### config.mk
export PLATFORM = sky130hd
export DESIGN_NAME = hrlc_back_flat
export DESIGN_NICKNAME = d
export VERILOG_FILES = /design/src/rtl/hrlc_pkg.sv /design/src/rtl/hrlc_if.sv /design/src/rtl/hrlc_back.sv /design/src/flat_wrapper.sv
export SDC_FILE = /design/constraint.sdc
export NUM_CORES = 1
export LEC_CHECK = 0
export ABC_AREA = 1
export CAP_MARGIN = 20
export CELL_PAD_IN_SITES_DETAIL_PLACEMENT = 1
export CELL_PAD_IN_SITES_GLOBAL_PLACEMENT = 1
export CORE_MARGIN = 2
export CORE_UTILIZATION = 42
export CTS_BUF_LIST = sky130_fd_sc_hd__clkbuf_16
export DETAILED_ROUTE_END_ITERATION = 10
export DONT_BUFFER_PORTS = 1
export GPL_TIMING_DRIVEN = 0
export PLACE_DENSITY = 0.84
export SLEW_MARGIN = 20
export SYNTH_ARGS = -nofsm -noshare
export SYNTH_HDL_FRONTEND = slang
export SYNTH_SLANG_ARGS = --single-unit
export TNS_END_PERCENT = 50
### constraint.sdc
create_clock -name clk -period 2.3 [get_ports clk]
set_input_delay 0.69 -clock clk [delete_from_list [all_inputs] [get_ports clk]]
set_output_delay 0.69 -clock clk [all_outputs]
set_load 0.01 [all_outputs]
### src/rtl/hrlc_pkg.sv
// Shared types, field widths and result codes for the HTTP request line checker.
package hrlc_pkg;

  // Field widths of the line and result transactions.
  localparam int BYTE_W    = 8;
  localparam int VERDICT_W = 3;
  localparam int KIND_W    = 2;
  localparam int PATH_W    = 13;

  // Default longest line; sets the saturation point of the path length.
  localparam int MAX_LINE_DEFAULT = 8192;

  // Verdict codes, in the order the checks take priority.
  localparam logic [VERDICT_W-1:0] VERDICT_OK          = 3'd0;
  localparam logic [VERDICT_W-1:0] VERDICT_FEW_SPACES  = 3'd1;
  localparam logic [VERDICT_W-1:0] VERDICT_EXTRA_SPACE = 3'd2;
  localparam logic [VERDICT_W-1:0] VERDICT_BAD_METHOD  = 3'd3;
  localparam logic [VERDICT_W-1:0] VERDICT_BAD_PATH    = 3'd4;
  localparam logic [VERDICT_W-1:0] VERDICT_BAD_VERSION = 3'd5;

  // Method class codes.
  localparam logic [KIND_W-1:0] KIND_GET    = 2'd0;
  localparam logic [KIND_W-1:0] KIND_POST   = 2'd1;
  localparam logic [KIND_W-1:0] KIND_DELETE = 2'd2;
  localparam logic [KIND_W-1:0] KIND_OTHER  = 2'd3;

  // One classified line byte as it travels from the front end to the back end.
  typedef struct packed {
    logic [BYTE_W-1:0] line_byte;
    logic              end_only;
    logic              last;
    logic              is_space;
    logic              is_query;
    logic              method_ok;
    logic              path_ok;
  } hrlc_item_t;

endpackage

### src/rtl/hrlc_if.sv


interface hrlc_res_if import hrlc_pkg::*; ();
  logic                 valid;
  logic                 ready;
  logic [VERDICT_W-1:0] verdict;
  logic [KIND_W-1:0]    method_kind;
  logic [PATH_W-1:0]    path_length;
  logic                 has_query;

  modport source (output valid, verdict, method_kind, path_length, has_query, input ready);
  modport sink   (input valid, verdict, method_kind, path_length, has_query, output ready);
endinterface

### src/rtl/hrlc_back.sv
// Back end: tracks the line structure byte by byte and registers the verdict.
module hrlc_back import hrlc_pkg::*; #(
  parameter int MAX_LINE = MAX_LINE_DEFAULT
) (
  input  logic        clk,
  input  logic        rst,
  input  logic        item_valid,
  output logic        item_ready,
  input  hrlc_item_t  item,
  hrlc_res_if.source  res
);

  localparam int PATH_MAX = (1 << PATH_W) - 1;
  localparam int PATH_CAP_INT = (MAX_LINE - 1 > PATH_MAX) ? PATH_MAX : MAX_LINE - 1;
  localparam logic [PATH_W-1:0] PATH_CAP = PATH_W'(PATH_CAP_INT);
  localparam logic [3:0] POS_MAX = 4'hF;

  typedef enum logic [1:0] {PH_METHOD, PH_TARGET, PH_VERSION} phase_t;

  phase_t            phase, phase_next;
  logic              method_good, method_good_next;
  logic              path_good, path_good_next;
  logic [3:0]        token_pos, token_pos_next;
  logic [2:0]        cands, cands_next;
  logic [1:0]        ver_ok, ver_ok_next;
  logic [PATH_W-1:0] path_count, path_count_next;
  logic              query_seen, query_seen_next;
  logic              extra_space, extra_space_next;

  logic                 out_valid;
  logic [VERDICT_W-1:0] out_verdict, verdict;
  logic [KIND_W-1:0]    out_kind, kind;
  logic [PATH_W-1:0]    out_plen, plen;
  logic                 out_query, has_q;
  logic                 pop;

  function automatic logic [BYTE_W-1:0] get_at(input logic [3:0] pos);
    case (pos)
      4'd0: get_at = "G";
      4'd1: get_at = "E";
      4'd2: get_at = "T";
      default: get_at = 8'h00;
    endcase
  endfunction

  function automatic logic [BYTE_W-1:0] post_at(input logic [3:0] pos);
    case (pos)
      4'd0: post_at = "P";
      4'd1: post_at = "O";
      4'd2: post_at = "S";
      4'd3: post_at = "T";
      default: post_at = 8'h00;
    endcase
  endfunction

  function automatic logic [BYTE_W-1:0] delete_at(input logic [3:0] pos);
    case (pos)
      4'd0: delete_at = "D";
      4'd1: delete_at = "E";
      4'd2: delete_at = "L";
      4'd3: delete_at = "E";
      4'd4: delete_at = "T";
      4'd5: delete_at = "E";
      default: delete_at = 8'h00;
    endcase
  endfunction

  // Common prefix of both accepted versions.
  function automatic logic [BYTE_W-1:0] version_at(input logic [3:0] pos);
    case (pos)
      4'd0: version_at = "H";
      4'd1: version_at = "T";
      4'd2: version_at = "T";
      4'd3: version_at = "P";
      4'd4: version_at = "/";
      4'd5: version_at = "1";
      4'd6: version_at = ".";
      default: version_at = 8'h00;
    endcase
  endfunction

  // A line end only waits when the result register is still full.
  assign item_ready = !item.last || !out_valid || res.ready;
  assign pop        = item_valid && item_ready;

  // Next parse state after the current transaction.
  always_comb begin
    phase_next       = phase;
    method_good_next = method_good;
    path_good_next   = path_good;
    token_pos_next   = token_pos;
    cands_next       = cands;
    ver_ok_next      = ver_ok;
    path_count_next  = path_count;
    query_seen_next  = query_seen;
    extra_space_next = extra_space;
    if (!item.end_only) begin
      if (item.is_space) begin
        unique case (phase)
          PH_METHOD: begin
            cands_next     = cands & {token_pos == 4'd6, token_pos == 4'd4, token_pos == 4'd3};
            phase_next     = PH_TARGET;
            token_pos_next = 4'd0;
          end
          PH_TARGET: begin
            phase_next     = PH_VERSION;
            token_pos_next = 4'd0;
          end
          default: begin
            extra_space_next = 1'b1;
          end
        endcase
      end else begin
        unique case (phase)
          PH_METHOD: begin
            method_good_next = method_good && item.method_ok;
            cands_next[0] = cands[0] && token_pos < 4'd3 && item.line_byte == get_at(token_pos);
            cands_next[1] = cands[1] && token_pos < 4'd4 && item.line_byte == post_at(token_pos);
            cands_next[2] = cands[2] && token_pos < 4'd6
                            && item.line_byte == delete_at(token_pos);
            if (token_pos != POS_MAX) begin
              token_pos_next = token_pos + 4'd1;
            end
          end
          PH_TARGET: begin
            // Bytes after the first question mark are not checked or counted.
            if (!query_seen) begin
              if (item.is_query) begin
                query_seen_next = 1'b1;
              end else begin
                path_good_next = path_good && item.path_ok;
                if (path_count < PATH_CAP) begin
                  path_count_next = path_count + PATH_W'(1);
                end
              end
            end
          end
          default: begin
            if (token_pos < 4'd7) begin
              if (item.line_byte != version_at(token_pos)) begin
                ver_ok_next = 2'b00;
              end
            end else if (token_pos == 4'd7) begin
              ver_ok_next = ver_ok & {item.line_byte == "0", item.line_byte == "1"};
            end else begin
              ver_ok_next = 2'b00;
            end
            if (token_pos != POS_MAX) begin
              token_pos_next = token_pos + 4'd1;
            end
          end
        endcase
      end
    end
  end

  // Verdict for a line that ends with this transaction.
  always_comb begin
    plen  = '0;
    has_q = 1'b0;
    if (phase_next != PH_VERSION) begin
      verdict = VERDICT_FEW_SPACES;
    end else if (extra_space_next) begin
      verdict = VERDICT_EXTRA_SPACE;
    end else begin
      plen  = path_count_next;
      has_q = query_seen_next;
      if (!method_good_next) begin
        verdict = VERDICT_BAD_METHOD;
      end else if (!path_good_next) begin
        verdict = VERDICT_BAD_PATH;
      end else if (ver_ok_next == 2'b00 || token_pos_next != 4'd8) begin
        verdict = VERDICT_BAD_VERSION;
      end else begin
        verdict = VERDICT_OK;
      end
    end
    kind = KIND_OTHER;
    if (verdict == VERDICT_OK) begin
      // An empty or unknown method leaves no candidate and stays in the other class.
      priority if (cands_next[0]) begin
        kind = KIND_GET;
      end else if (cands_next[1]) begin
        kind = KIND_POST;
      end else if (cands_next[2]) begin
        kind = KIND_DELETE;
      end else begin
        kind = KIND_OTHER;
      end
    end
  end

  // Parse state and result register; a line end restores the start state.
  always_ff @(posedge clk) begin
    if (rst) begin
      phase       <= PH_METHOD;
      method_good <= 1'b1;
      path_good   <= 1'b1;
      token_pos   <= 4'd0;
      cands       <= 3'b111;
      ver_ok      <= 2'b11;
      path_count  <= '0;
      query_seen  <= 1'b0;
      extra_space <= 1'b0;
      out_valid   <= 1'b0;
    end else begin
      if (out_valid && res.ready && !(pop && item.last)) begin
        out_valid <= 1'b0;
      end
      if (pop) begin
        if (item.last) begin
          phase       <= PH_METHOD;
          method_good <= 1'b1;
          path_good   <= 1'b1;
          token_pos   <= 4'd0;
          cands       <= 3'b111;
          ver_ok      <= 2'b11;
          path_count  <= '0;
          query_seen  <= 1'b0;
          extra_space <= 1'b0;
          out_valid   <= 1'b1;
          out_verdict <= verdict;
          out_kind    <= kind;
          out_plen    <= plen;
          out_query   <= has_q;
        end else begin
          phase       <= phase_next;
          method_good <= method_good_next;
          path_good   <= path_good_next;
          token_pos   <= token_pos_next;
          cands       <= cands_next;
          ver_ok      <= ver_ok_next;
          path_count  <= path_count_next;
          query_seen  <= query_seen_next;
          extra_space <= extra_space_next;
        end
      end
    end
  end

  assign res.valid       = out_valid;
  assign res.verdict     = out_verdict;
  assign res.method_kind = out_kind;
  assign res.path_length = out_plen;
  assign res.has_query   = out_query;

endmodule

### src/flat_wrapper.sv
// flat-port wrapper written by rule: the top's interface ports become plain ports
module hrlc_back_flat import hrlc_pkg::*;
#(
  parameter int MAX_LINE = MAX_LINE_DEFAULT
)
  (clk, rst, item_valid, item_ready, item, res_valid, res_verdict, res_method_kind, res_path_length, res_has_query, res_ready);
  hrlc_res_if res_i ();
  input  logic clk;
  input  logic rst;
  input  logic item_valid;
  output logic item_ready;
  input  hrlc_item_t item;
  output wire logic [$bits(res_i.valid)-1:0] res_valid;
  output wire logic [$bits(res_i.verdict)-1:0] res_verdict;
  output wire logic [$bits(res_i.method_kind)-1:0] res_method_kind;
  output wire logic [$bits(res_i.path_length)-1:0] res_path_length;
  output wire logic [$bits(res_i.has_query)-1:0] res_has_query;
  input wire logic [$bits(res_i.ready)-1:0] res_ready;
  assign res_valid = res_i.valid;
  assign res_verdict = res_i.verdict;
  assign res_method_kind = res_i.method_kind;
  assign res_path_length = res_i.path_length;
  assign res_has_query = res_i.has_query;
  assign res_i.ready = res_ready;
  hrlc_back #(.MAX_LINE(MAX_LINE)) u_core (.clk(clk), .rst(rst), .item_valid(item_valid), .item_ready(item_ready), .item(item), .res(res_i));
endmodule
# Word level (Yosys, flattened, before mapping)
# Index checks and enable logic that the tools add are counted.
word_totals:
  reg_bits: 48
  input_bits: 18
  out_inout_bits: 21
  wordCells: 145
op_classes:
  n_addsub: 2
  n_lt_le_gt_ge: 5
  eq_ne: 17
  n_mux: 77
  bitwise: 3
  n_reduce_logical: 27
op_table:
  columns: ["operator", "count"]
  rows:
  - ["8-bit 2-to-1 mux", 13]
  - ["13-bit 2-to-1 mux", 7]
  - ["7-bit case mux with 4 select lines", 2]
  - ["7-bit case mux with 6 select lines", 1]
  - ["3-bit 2-to-1 mux", 10]
  - ["8-bit == test", 3]
  - ["1-bit 2-to-1 mux", 24]
  - ["2-bit 2-to-1 mux", 12]
  - ["4-bit 2-to-1 mux", 6]
  - ["7-bit case mux with 3 select lines", 1]
  - ["4-bit by 3-bit == test with 1-bit output, second input constant", 4]
  - ["8-bit by 6-bit == test with 1-bit output, second input constant", 2]
  - ["13-bit by 1-bit adder with 13-bit output, second input constant", 1]
  - ["13-bit < comparator, second input constant", 1]
  - ["1-bit logical AND", 12]
  - ["4-bit by 3-bit < comparator with 1-bit output, second input constant", 3]
  - ["4-bit by 2-bit == test with 1-bit output, second input constant", 2]
  - ["4-bit != test, second input constant", 2]
  - ["8-bit != test", 1]
  - ["2-bit OR reduction", 3]
  - ["4-bit by 1-bit adder with 4-bit output, second input constant", 1]
  - ["4-bit by 1-bit == test with 1-bit output, second input constant", 1]
  - ["2-bit logical NOT", 2]
  - ["4-bit logical NOT", 1]
  - ["other kinds (12)", 16]

# Longest topological paths before layout
# Gate-level depths: netlist of the first run.
depth:
  word_depth: 21
  mapped_depth: 17
  depth_no_buf: 16

# Worst setup path after synthesis of the first run
# OpenSTA, ideal clock, no wires.
synth_timing:
  path_kind: "input to register"
  start: "input port res_ready"
  end: "register u_core.out_query, in the netlist u_core.res.has_query (enable)"
  setup_ps: 395
  arrival_time_ps: 2080
  required_ps: 1905
  path_slack_ps: -175
  cell_stages: 6
  path_buffers: 0
  cell_sequence: "inv_1 nand3_1 nand2_1 inv_1 nand2_1 nor2_1"
synth_via:
  elab_chain_cells: 3
synth_rtl:
  columns: ["element", "line", "text"]
  rows:
  - ["start, declared", "flat_wrapper.sv:18", "input wire logic [$bits(res_i.ready)-1:0] res_ready;"]
  - ["1-bit logical OR", "hrlc_back.sv:83", "assign item_ready = !item.last || !out_valid || res.ready;"]
  - ["net item_ready", "flat_wrapper.sv:11", "output logic item_ready;"]
  - ["1-bit logical AND", "hrlc_back.sv:84", "assign pop = item_valid && item_ready;"]
  - ["3-bit AND reduction (no line)", null, null]
  - ["end signal, assigned", "hrlc_back.sv:225", "out_query <= has_q;"]
  - ["end, declared", "hrlc_back.sv:34", "logic out_query, has_q;"]
# The timed path passes the listed nets, and every way through them passes these cells.
# A chain may end at the register's enable or synchronous reset.

# Worst setup path in the final report of the first run
layout_timing:
  start: "register u_core.phase[1]"
  end: "register u_core.out_plen[12], in the netlist u_core.res.path_length[12], data pin"
layout_via:
  elab_chain_cells: 6
layout_rtl:
  columns: ["element", "line", "text"]
  rows:
  - ["start, declared", "hrlc_back.sv:20", "phase_t phase, phase_next;"]
  - ["start signal, assigned", "hrlc_back.sv:227", "phase <= phase_next;"]
  - ["2-bit by 1-bit == test with 1-bit output or 2-bit logical NOT (tied branches)", "hrlc_back.sv:99, hrlc_back.sv:114", null]
  - ["2-bit case mux with 2 select lines or 2-bit OR reduction (tied branches)", null, null]
  - ["2-bit 2-to-1 mux or 1-bit 2-to-1 mux (tied branches)", "hrlc_back.sv:98, hrlc_back.sv:99", null]
  - ["2-bit 2-to-1 mux or 1-bit 2-to-1 mux (tied branches)", "hrlc_back.sv:97, hrlc_back.sv:98", null]
  - ["2-bit != test or 1-bit 2-to-1 mux (tied branches)", "hrlc_back.sv:161, hrlc_back.sv:97", null]
  - ["2-bit OR reduction (no line)", null, null]
  - ["end signal, assigned", "hrlc_back.sv:224", "out_plen <= plen;"]
  - ["end, declared", "hrlc_back.sv:33", "logic [PATH_W-1:0] out_plen, plen;"]
# Several ways; a longest one is shown, not always the timed one.

==> results of run 1 <==
## layer usage
layer  vias to the layer above  share of wire [%]
li1                       1434                  -
met1                      1408                 45
met2                        66                 49
met3                         7                5.0
met4                         0               0.90
met5                         -                  0
## through the flow
stage	setup slack [ps]	TNS (ps)	std cells	utilization, %	hold WS (ps)
after global placement	-336.8	-6929	523	44.69	442.5
after global routing	-73.89	-179.6	536	49.22	468.0
after detailed placement	-423.6	-9763	523	44.69	455.9
final	99.30	0	536	49.22	462.2
after CTS	22.28	0	534	47.09	462.2
after floorplan	128.4	0	424	-	431.1
## power by group through the flow
stage | Combinational, W | Sequential, W | Clock (W)
2_1_floorplan | 0.000127 | 0.000923 | 0
3_3_place_gp | 0.000163 | 0.000925 | 0
3_5_place_dp | 0.000169 | 0.000925 | 0
4_1_cts | 0.000175 | 0.000907 | 0.000711
5_1_grt | 0.000210 | 0.000905 | 0.000753
6_report | 0.000188 | 0.000904 | 0.000695
## Yosys cell counts, drive strengths merged
library cell	n
a21boi	2
a21oi	31
a22oi	2
buf	2
clkbuf	7
dfxtp	29
edfxtp	19
ha	7
inv	59
mux2i	2
nand2	104
nand3	27
nand4	13
nor2	51
nor3	11
nor4	5
o211ai	2
o21a	1
o21ai	25
o21bai	2
o221ai	1
o22ai	3
o31ai	2
or2	3
xor2	14
## timing repair
item                       in CTS  in global routing
hold buffers                    0                  0
setup endpoints to repair      23                 17
gates resized for setup         6                 34
pin swaps                       3                  8
buffers inserted                3                  2
## registers in the layout, summed over array words and instances, names as in the netlist
| signal | cells |
|---|---|
| u_core.query_seen | 1 |
| u_core.res.has_query | 1 |
| u_core.res.verdict | 3 |
| u_core.res.path_length | 13 |
| u_core.cands | 3 |
| u_core.res.method_kind | 2 |
| u_core.path_count | 13 |
| u_core.ver_ok | 2 |
| u_core.token_pos | 4 |
| u_core.method_good | 1 |
| u_core.phase | 2 |
| u_core.path_good | 1 |
| u_core.res.valid | 1 |
| u_core.extra_space | 1 |
## critical path: stages (launching register included)
cell and delay [ps]:
dfxtp_4 370, inv_1 120, ha_2 220, inv_2 80
nor3_4 250, nand3_1 210, nor2_1 130, nand2_1 90
a22oi_1 190, o21ai_1 160, nand2_1 100, inv_1 40
## area by class of cell
| cell class | instances | area (um^2) | share of cell area, % |
|---|---|---|---|
| multi-input cells | 308 | 1817 | 51.16 |
| clock inverters | 3 | 12.51 | 0.3524 |
| inverters | 59 | 226.5 | 6.378 |
| repair buffers | 5 | 37.54 | 1.057 |
| plain buffers | 9 | 46.29 | 1.304 |
| well taps | 99 | 123.9 | 3.488 |
| flip-flops and latches | 48 | 1162 | 32.73 |
| clock buffers | 5 | 125.1 | 3.524 |
## cells by family after synthesis
group / share of synthesized area, %
compound gates: 13.33
simple gates: 33.40
fa+ha+maj: 2.827
buf+inv: 8.684
flops: 37.16
mux: 0.6462
xor+xnor: 3.958
## final timing paths
path | startpoint | endpoint | slack [ps] | cells after the start
min reg2reg | u_core.cands[2]$_SDFFE_PP1P_ | u_core.cands[2]$_SDFFE_PP1P_ | 460 | 2
max reg2reg | u_core.phase[1]$_SDFFE_PP0P_ | u_core.res.path_length[12]$_SDFFCE_PP0P_ | 100 | 11
min | u_core.cands[2]$_SDFFE_PP1P_ | u_core.cands[2]$_SDFFE_PP1P_ | 460 | 2
max | u_core.phase[1]$_SDFFE_PP0P_ | u_core.res.path_length[12]$_SDFFCE_PP0P_ | 100 | 11
==> reports/qor.txt, run 1 <==
Post-Synthesis Mean Instance Area = 7.307 um^2
First-pass GRT wire length = 14.28 mm
Chip width = 89.89 um
Largest net degree at the start of global routing = 20
I/O Buffers = 0
# rows = 31
Slew headroom = 55.84%
# diodes = 0
CTS Root Buffer Type = clkbuf_16
Most frequent cells in the layout = nand2_1 (98), inv_1 (46), nor2_1 (40)
Min-delay worst type = reg2reg
TritonCTS buffer count = 5
Final WL = 8.883 mm
GR met2 Demand/Resource = 37.12%
Die H = 89.89 um
Total power draw = 0.001788 W
Setup violators final = 0
Worst-Skew Late Latency = 290 ps
Final hold violations = 0
Layout area overhead = 14.62%
Worst EP required = 2350 ps
CTS HTree Levels = 2
Global Route met3 Usage = 2.934%
Power per cell area = 503.4 nW/um^2
Clk sink count = 48
Placeable Area = 7214 um^2
RSZ-0062 raised after global routing = yes
Sequential share of power = 50.6%
Clock tree buffer depth = 2
Total number of vias = 2915
Share of layout cells above drive strength 1 = 17.62%
Pins Over Slew Limit = 0
Outcome = complete, no violations
Total gr overflow = 0
Post-synthesis cell count = 424
Routed length per instance = 16.57 um
Clock power share = 38.9%
Syn_nets = 449
Register area share after synthesis = 37.16%
Fmax = 454.4 MHz
Gr usage total = 21.65%
Starting Density = 42.94%
Iter 0 DRT Violations = 161
Fillcell total = 921
Critical Path Sink Type = register
Die Area = 8079 um^2
Crit path DAT = 2250 ps
CP Launch Type = register
Final Instance Area = 3551 um^2
Initial antenna violation count = 0
Final net count = 461
Post-synth top area share = 18.74%
Synthesis warning total = 0
CTS tree = built
P_leak = 1.259 nW
Met1 Usage GRT = 28.97%
Clock transition at path regs = 60 ps
Max-cap viol count = 0
Vias in the first global route = 2921
Post-place instance area = 3224 um^2
Post-DR vias/cell = 5.438
Int Pwr = 0.001344 W
Net Switching = 0.0004432 W
TritonRoute pass-1 iters = 4
Crit Path Max Fanout = 6
GR peak layer = met2
Sw Share = 24.79%
Yosys cell types = 41
Final Wtd Congestion = 0.9028
Residual DRC = 0
Final ANT Viol Nets = 0
Min Tclk post-route = 2201 ps
Period utilization = 95.68%
Worst Skew = 6.008 ps
Worst-Margin Slew = 662.3 ps
I/O pin count = 39
Leading cell type in the layout, fill and taps excluded = nand2_1
Max VDD drop = 0.2404 mV
Logic pwr share = 10.5%
Critical path class = reg2reg
Synthesized cell area = 3098 um^2
HPWL Detailed = 6.589 mm
Largest cells by area after synthesis = dfxtp_1 (19%), edfxtp_1 (18%), nand2_1 (12%)
Yosys top cell by area = dfxtp_1
Yosys reg bits = 48
No activity file was read; power rests on OpenSTA's default activity.
==> inputs of run 2 (changes only) <==
Settings changed: CORE_ASPECT_RATIO from default to 2.
==> reports/qor.txt, run 2 (synthesis gave the netlist of run 1 again) <==
Outcome = complete, no violations (unchanged)
Layout area overhead = 16.92% (was 14.62%)
Int Pwr = 0.001427 W (was 0.001344 W)
Final hold violations = 0 (unchanged)
TritonRoute pass-1 iters = 4 (unchanged)
Period utilization = 94.93% (was 95.68%)
Total number of vias = 2946 (was 2915)
Final ANT Viol Nets = 0 (unchanged)
Worst-Skew Late Latency = 300 ps (was 290 ps)
Fillcell total = 928 (was 921)
Reg2Reg Depth = 14 (was 11)
# diodes = 0 (unchanged)
R2R Path Start = u_core.token_pos[1]$_SDFFE_PP0P_ (was u_core.phase[1]$_SDFFE_PP0P_)
Non-Filler Instances = 531 (was 536)
CTS Root Buffer Type = clkbuf_16 (unchanged)
TritonCTS buffer count = 5 (unchanged)
# rows = 44 (was 31)
Pins Over Slew Limit = 0 (unchanged)
Sequential share of power = 47.3% (was 50.6%)
I/O Buffers = 0 (unchanged)
Fmax = 458.0 MHz (was 454.4 MHz)
Multi-input logic area = 1841 um^2 (was 1817 um^2)
Gr usage total = 24.17% (was 21.65%)
Final WL = 9.517 mm (was 8.883 mm)
Reg2reg end = u_core.res.method_kind[0]$_SDFFCE_PP1P_ (was u_core.res.path_length[12]$_SDFFCE_PP0P_)
CTS tree = built (unchanged)
Die H = 125.5 um (was 89.89 um)
Clock power share = 42.4% (was 38.9%)
Worst-Margin Slew = 595.1 ps (was 662.3 ps)
Hold Path Depth = 1 (was 2)
Dpl ws = -477.4 ps (was -423.6 ps)
Die Area = 8121 um^2 (was 8079 um^2)
Max VDD drop = 0.6557 mV (was 0.2404 mV)
HPWL Detailed = 7.224 mm (was 6.589 mm)
I/O pin count = 39 (unchanged)
Logic pwr share = 10.3% (was 10.5%)
Routed length per instance = 17.92 um (was 16.57 um)
Final Wtd Congestion = 0.9088 (was 0.9028)
Power per cell area = 529.1 nW/um^2 (was 503.4 nW/um^2)
First-pass GRT wire length = 14.86 mm (was 14.28 mm)
Final net count = 463 (was 461)
Critical path class = reg2reg (unchanged)
Total gr overflow = 0 (unchanged)
Min Tclk post-route = 2183 ps (was 2201 ps)
Leading cell type in the layout, fill and taps excluded = nand2_1 (unchanged)
Storage element area = 1160 um^2 (was 1162 um^2)
Starting Density = 42.96% (was 42.94%)
Cells after DPL = 516 (was 523)
Worst Hold Endpoint = u_core.path_count[10]$_SDFFE_PP0P_ (was u_core.cands[2]$_SDFFE_PP1P_)
Worst EP required = 2360 ps (was 2350 ps)
Sw Share = 25.53% (was 24.79%)
Crit path DAT = 2240 ps (was 2250 ps)
Slew headroom = 60.32% (was 55.84%)
Residual DRC = 0 (unchanged)
P_leak = 1.283 nW (was 1.259 nW)
Most frequent cells in the layout = nand2_1 (98), inv_1 (44), nor2_1 (38) (was nand2_1 (98), inv_1 (46), nor2_1 (40))
Clk sink count = 48 (unchanged)
Max-cap viol count = 0 (unchanged)
Net Switching = 0.0004894 W (was 0.0004432 W)
Share of layout cells above drive strength 1 = 18.68% (was 17.62%)
Setup violators final = 0 (unchanged)
Clock tree buffer depth = 2 (unchanged)
Placeable Area = 7212 um^2 (was 7214 um^2)
Setup ws final = 116.7 ps (was 99.30 ps)
Crit Path Max Fanout = 6 (unchanged)
Final core occ = 50.23% (was 49.22%)
Worst Skew = 8.817 ps (was 6.008 ps)
CTS HTree Levels = 2 (unchanged)
CP Launch Type = register (unchanged)
Chip width = 64.73 um (was 89.89 um)
Post-DR vias/cell = 5.548 (was 5.438)
Largest net degree at the start of global routing = 20 (unchanged)
RSZ-0062 raised after global routing = yes (unchanged)
Register-to-register setup slack = 120 ps (was 100 ps)
Iter 0 DRT Violations = 80 (was 161)
Min-delay worst type = in2reg (was reg2reg)
Min-delay src = rst (was u_core.cands[2]$_SDFFE_PP1P_)
Clock transition at path regs = 70 ps (was 60 ps)
Initial antenna violation count = 0 (unchanged)
Vias in the first global route = 3115 (was 2921)
Critical Path Sink Type = register (unchanged)
## run 2: cell types whose count changed in the layout (fill, tap and decap cells not counted), sizes merged
cell      delta
clkinv       -1
clkinvlp     +1
clkbuf       +1
inv          -1
buf          +2
## run 2: per-stage QoR
step	hold slack [ps]	TNS [ps]	total power [W]	cell area (um^2)
4_1_cts	449.0	0	0.001915	3460
6_report	449.2	0	0.001917	3622
3_5_place_dp	449.0	-12630	0.001100	3216
3_3_place_gp	439.9	-9944	0.001095	3216
2_1_floorplan	431.1	0	0.001050	3100
5_1_grt	448.5	-96.97	0.001973	3622
## run 2: worst max path at each step
| stage | from | end | slack (ps) | depth (start not counted) |
|---|---|---|---|---|
| 2_1_floorplan | res_ready | u_core.res.has_query$_SDFFCE_PP0P_ | 130 | 6 |
| 3_3_place_gp | res_ready | u_core.res.method_kind[0]$_SDFFCE_PP1P_ | -400 | 6 |
| 3_5_place_dp | res_ready | u_core.res.method_kind[0]$_SDFFCE_PP1P_ | -480 | 6 |
| 4_1_cts | u_core.token_pos[0]$_SDFFE_PP0P_ | u_core.res.method_kind[0]$_SDFFCE_PP1P_ | 1 | 12 |
| 5_1_grt | u_core.phase[1]$_SDFFE_PP0P_ | u_core.res.method_kind[0]$_SDFFCE_PP1P_ | -30 | 11 |
| 6_report | u_core.token_pos[1]$_SDFFE_PP0P_ | u_core.res.method_kind[0]$_SDFFCE_PP1P_ | 120 | 14 |
## run 2: layer usage
| metal | wire (um) | GRT usage (%) | vias up |
|---|---|---|---|
| li1 | - | - | 1421 |
| met1 | 3066 | 20.45 | 1427 |
| met2 | 5705 | 49.48 | 66 |
| met3 | 231 | 3.237 | 32 |
| met4 | 514 | 13.77 | 0 |
| met5 | 0 | 0 | - |
## run 2: power by group through the flow
stage | logic (W) | registers, W | clock network, W
6_report | 0.000198 | 0.000906 | 0.000813
5_1_grt | 0.000217 | 0.000907 | 0.000849
4_1_cts | 0.000184 | 0.000905 | 0.000826
3_5_place_dp | 0.000174 | 0.000926 | 0
3_3_place_gp | 0.000169 | 0.000925 | 0
2_1_floorplan | 0.000127 | 0.000923 | 0
## run 2: final cells by class
class                      instances  area share (%)
buffer                             9           1.278
clock buffer                       6           4.145
clock inverter                     2          0.4491
inverter                          59           6.321
multi-input combinational        308           50.81
sequential                        48           32.02
tap                               92           3.178
timing repair buffer               7           1.796
## run 2: repair_timing
action,in CTS,in global routing
hold buffers,0,0
gates resized for setup,16,29
pin swaps,5,11
endpoints found under the hold margin,0,0
endpoints found under the setup margin,23,19
buffers inserted,2,5
## run 2: worst max-delay path, stage by stage (launching register included)
cell and delay (ps):
dfxtp_4 400, inv_4 60, ha_4 210, nand3_4 120
nand2_2 80, nand2_1 80, nand3_2 100, nor2_2 130
nand3_2 90, o21bai_1 160, nand2_1 120, nand2_2 100
nand3_2 100, nor2_4 130, nand2_1 60
==> inputs of run 3 (changes only) <==
Settings changed: CORE_UTILIZATION 42 to 43, CTS_BUF_LIST sky130_fd_sc_hd__clkbuf_16 to sky130_fd_sc_hd__clkbuf_8, PLACE_DENSITY 0.84 to 0.86.
==> reports/qor.txt, run 3 (synthesis gave the netlist of run 1 again) <==
Outcome = complete, no violations (unchanged)
Min-delay worst type = in2reg (unchanged)
Fillcell total = 890 (was 928)
Hold Path Depth = 1 (unchanged)
CP Launch Type = register (unchanged)
Critical Path Sink Type = register (unchanged)
TritonRoute pass-1 iters = 4 (unchanged)
I/O pin count = 39 (unchanged)
Placeable Area = 6940 um^2 (was 7212 um^2)
Worst Hold Endpoint = u_core.path_count[10]$_SDFFE_PP0P_ (unchanged)
Setup violators final = 0 (unchanged)
Clock transition at path regs = 100 ps (was 70 ps)
Die H = 124.0 um (was 125.5 um)
Total gr overflow = 0 (unchanged)
Total power draw = 0.001614 W (was 0.001917 W)
Max-cap viol count = 0 (unchanged)
TritonCTS buffer count = 5 (unchanged)
Die Area = 7941 um^2 (was 8121 um^2)
Min Tclk post-route = 2187 ps (was 2183 ps)
Final Hold Slack = 421.9 ps (was 449.2 ps)
Layout area overhead = 11.03% (was 16.92%)
Critical path class = reg2reg (unchanged)
Final WL = 9.743 mm (was 9.517 mm)
I/O Buffers = 0 (unchanged)
Worst EP required = 2370 ps (was 2360 ps)
Leading cell type in the layout, fill and taps excluded = nand2_1 (unchanged)
Min-delay src = rst (unchanged)
R2R Path Start = u_core.phase[1]$_SDFFE_PP0P_ (was u_core.token_pos[1]$_SDFFE_PP0P_)
Reg2reg end = u_core.res.path_length[3]$_SDFFCE_PP0P_ (was u_core.res.method_kind[0]$_SDFFCE_PP1P_)
Fmax = 457.2 MHz (was 458.0 MHz)
Period utilization = 95.10% (was 94.93%)
Crit Path Max Fanout = 6 (unchanged)
Slew headroom = 58.18% (was 60.32%)
Final Wtd Congestion = 0.9239 (was 0.9088)
Post-place instance area = 3213 um^2 (was 3216 um^2)
# rows = 43 (was 44)
Clk sink count = 48 (unchanged)
Gr usage total = 26.00% (was 24.17%)
Worst Skew = 13.29 ps (was 8.817 ps)
Multi-input logic area = 1779 um^2 (was 1841 um^2)
P_leak = 1.222 nW (was 1.283 nW)
Reg2Reg Depth = 10 (was 14)
Initial antenna violation count = 0 (unchanged)
Chip width = 64.02 um (was 64.73 um)
Crit path DAT = 2260 ps (was 2240 ps)
Most frequent cells in the layout = nand2_1 (99), inv_1 (45), nor2_1 (41) (was nand2_1 (98), inv_1 (44), nor2_1 (38))
Total number of vias = 2946 (unchanged)
CTS Root Buffer Type = clkbuf_8 (was clkbuf_16)
Worst-Margin Slew = 627.3 ps (was 595.1 ps)
Clock tree buffer depth = 2 (unchanged)
Worst-Skew Late Latency = 320 ps (was 300 ps)
Starting Density = 44.64% (was 42.96%)
Register-to-register setup slack = 110 ps (was 120 ps)
Final hold violations = 0 (unchanged)
Iter 0 DRT Violations = 124 (was 80)
# diodes = 0 (unchanged)
Post-DR vias/cell = 5.601 (was 5.548)
Routed length per instance = 18.52 um (was 17.92 um)
Residual DRC = 0 (unchanged)
Final Instance Area = 3440 um^2 (was 3622 um^2)
HPWL Detailed = 7.697 mm (was 7.224 mm)
Largest net degree at the start of global routing = 20 (unchanged)
Max VDD drop = 0.3033 mV (was 0.6557 mV)
CTS tree = built (unchanged)
Storage element area = 1162 um^2 (was 1160 um^2)
CTS Hold Bufs = 0 (unchanged)
Final ANT Viol Nets = 0 (unchanged)
Share of layout cells above drive strength 1 = 16.28% (was 18.68%)
CTS HTree Levels = 2 (unchanged)
Vias in the first global route = 3182 (was 3115)
First-pass GRT wire length = 15.44 mm (was 14.86 mm)
Final net count = 460 (was 463)
Pins Over Slew Limit = 0 (unchanged)
RSZ-0062 raised after global routing = yes (unchanged)
Power per cell area = 469.2 nW/um^2 (was 529.1 nW/um^2)
-- run 3: worst max-delay path: stages, from the launching register on --
cell and delay [ps]:
dfxtp_4 370, inv_1 100, ha_1 220, inv_2 90
nor3_4 280, inv_2 110, nor2_4 100, inv_2 90
nor3_2 240, xor2_2 260, nor2_1 90
-- run 3: cell type report --
type,instances,area share [%]
multi-input combinational,308,51.73
sequential,48,33.79
inverter,59,6.511
tap,90,3.274
clock buffer,5,2.001
buffer,9,1.346
timing repair buffer,4,0.8730
clock inverter,3,0.4729
-- run 3: worst max-delay path by stage --
stage	start	to	slack [ps]	depth (start not counted)
finish	u_core.phase[1]$_SDFFE_PP0P_	u_core.res.path_length[3]$_SDFFCE_PP0P_	110	10
CTS	u_core.token_pos[1]$_SDFFE_PP0P_	u_core.res.method_kind[0]$_SDFFCE_PP1P_	1	14
detailed placement	res_ready	u_core.res.method_kind[1]$_SDFFCE_PP1P_	-510	6
global route	u_core.phase[1]$_SDFFE_PP0P_	u_core.res.verdict[0]$_DFFE_PP_	-20	13
global placement	res_ready	u_core.res.method_kind[0]$_SDFFCE_PP1P_	-430	6
floorplan	res_ready	u_core.res.has_query$_SDFFCE_PP0P_	130	6
-- run 3: what timing repair did --
item,CTS,global route
hold endpoints to repair,0,0
buffers inserted,2,2
endpoints found under the setup margin,28,11
pin swaps,2,3
gates resized for setup,13,16
-- run 3: power by group --
| group | internal, W | total, W | leakage (nW) | switching (W) |
|---|---|---|---|---|
| Combinational | 0.0000565 | 0.000191 | 0.763 | 0.000134 |
| Clock | 0.000209 | 0.000519 | 0.0453 | 0.000310 |
| Sequential | 0.000891 | 0.000904 | 0.413 | 0.0000128 |
| Total | 0.00116 | 0.00161 | 1.22 | 0.000458 |
-- run 3: layer usage --
metal	track usage [%]	wire (um)	share of wire [%]	vias up
met5	0	0	0	-
met4	18.21	583	6.0	0
met3	2.078	217	2.2	32
met2	54.36	5838	60	66
met1	21.68	3103	32	1430
li1	-	-	-	1418
-- run 3: stage by stage --
step	utilization, %	TNS (ps)	std cells	worst slack, ps
CTS	48.33	0	524	1.067
finish	49.56	0	526	112.8
detailed placement	46.30	-14810	514	-513.4
global placement	46.30	-11060	514	-428.7
floorplan	-	0	424	128.4
global route	49.56	-64.31	526	-20.31
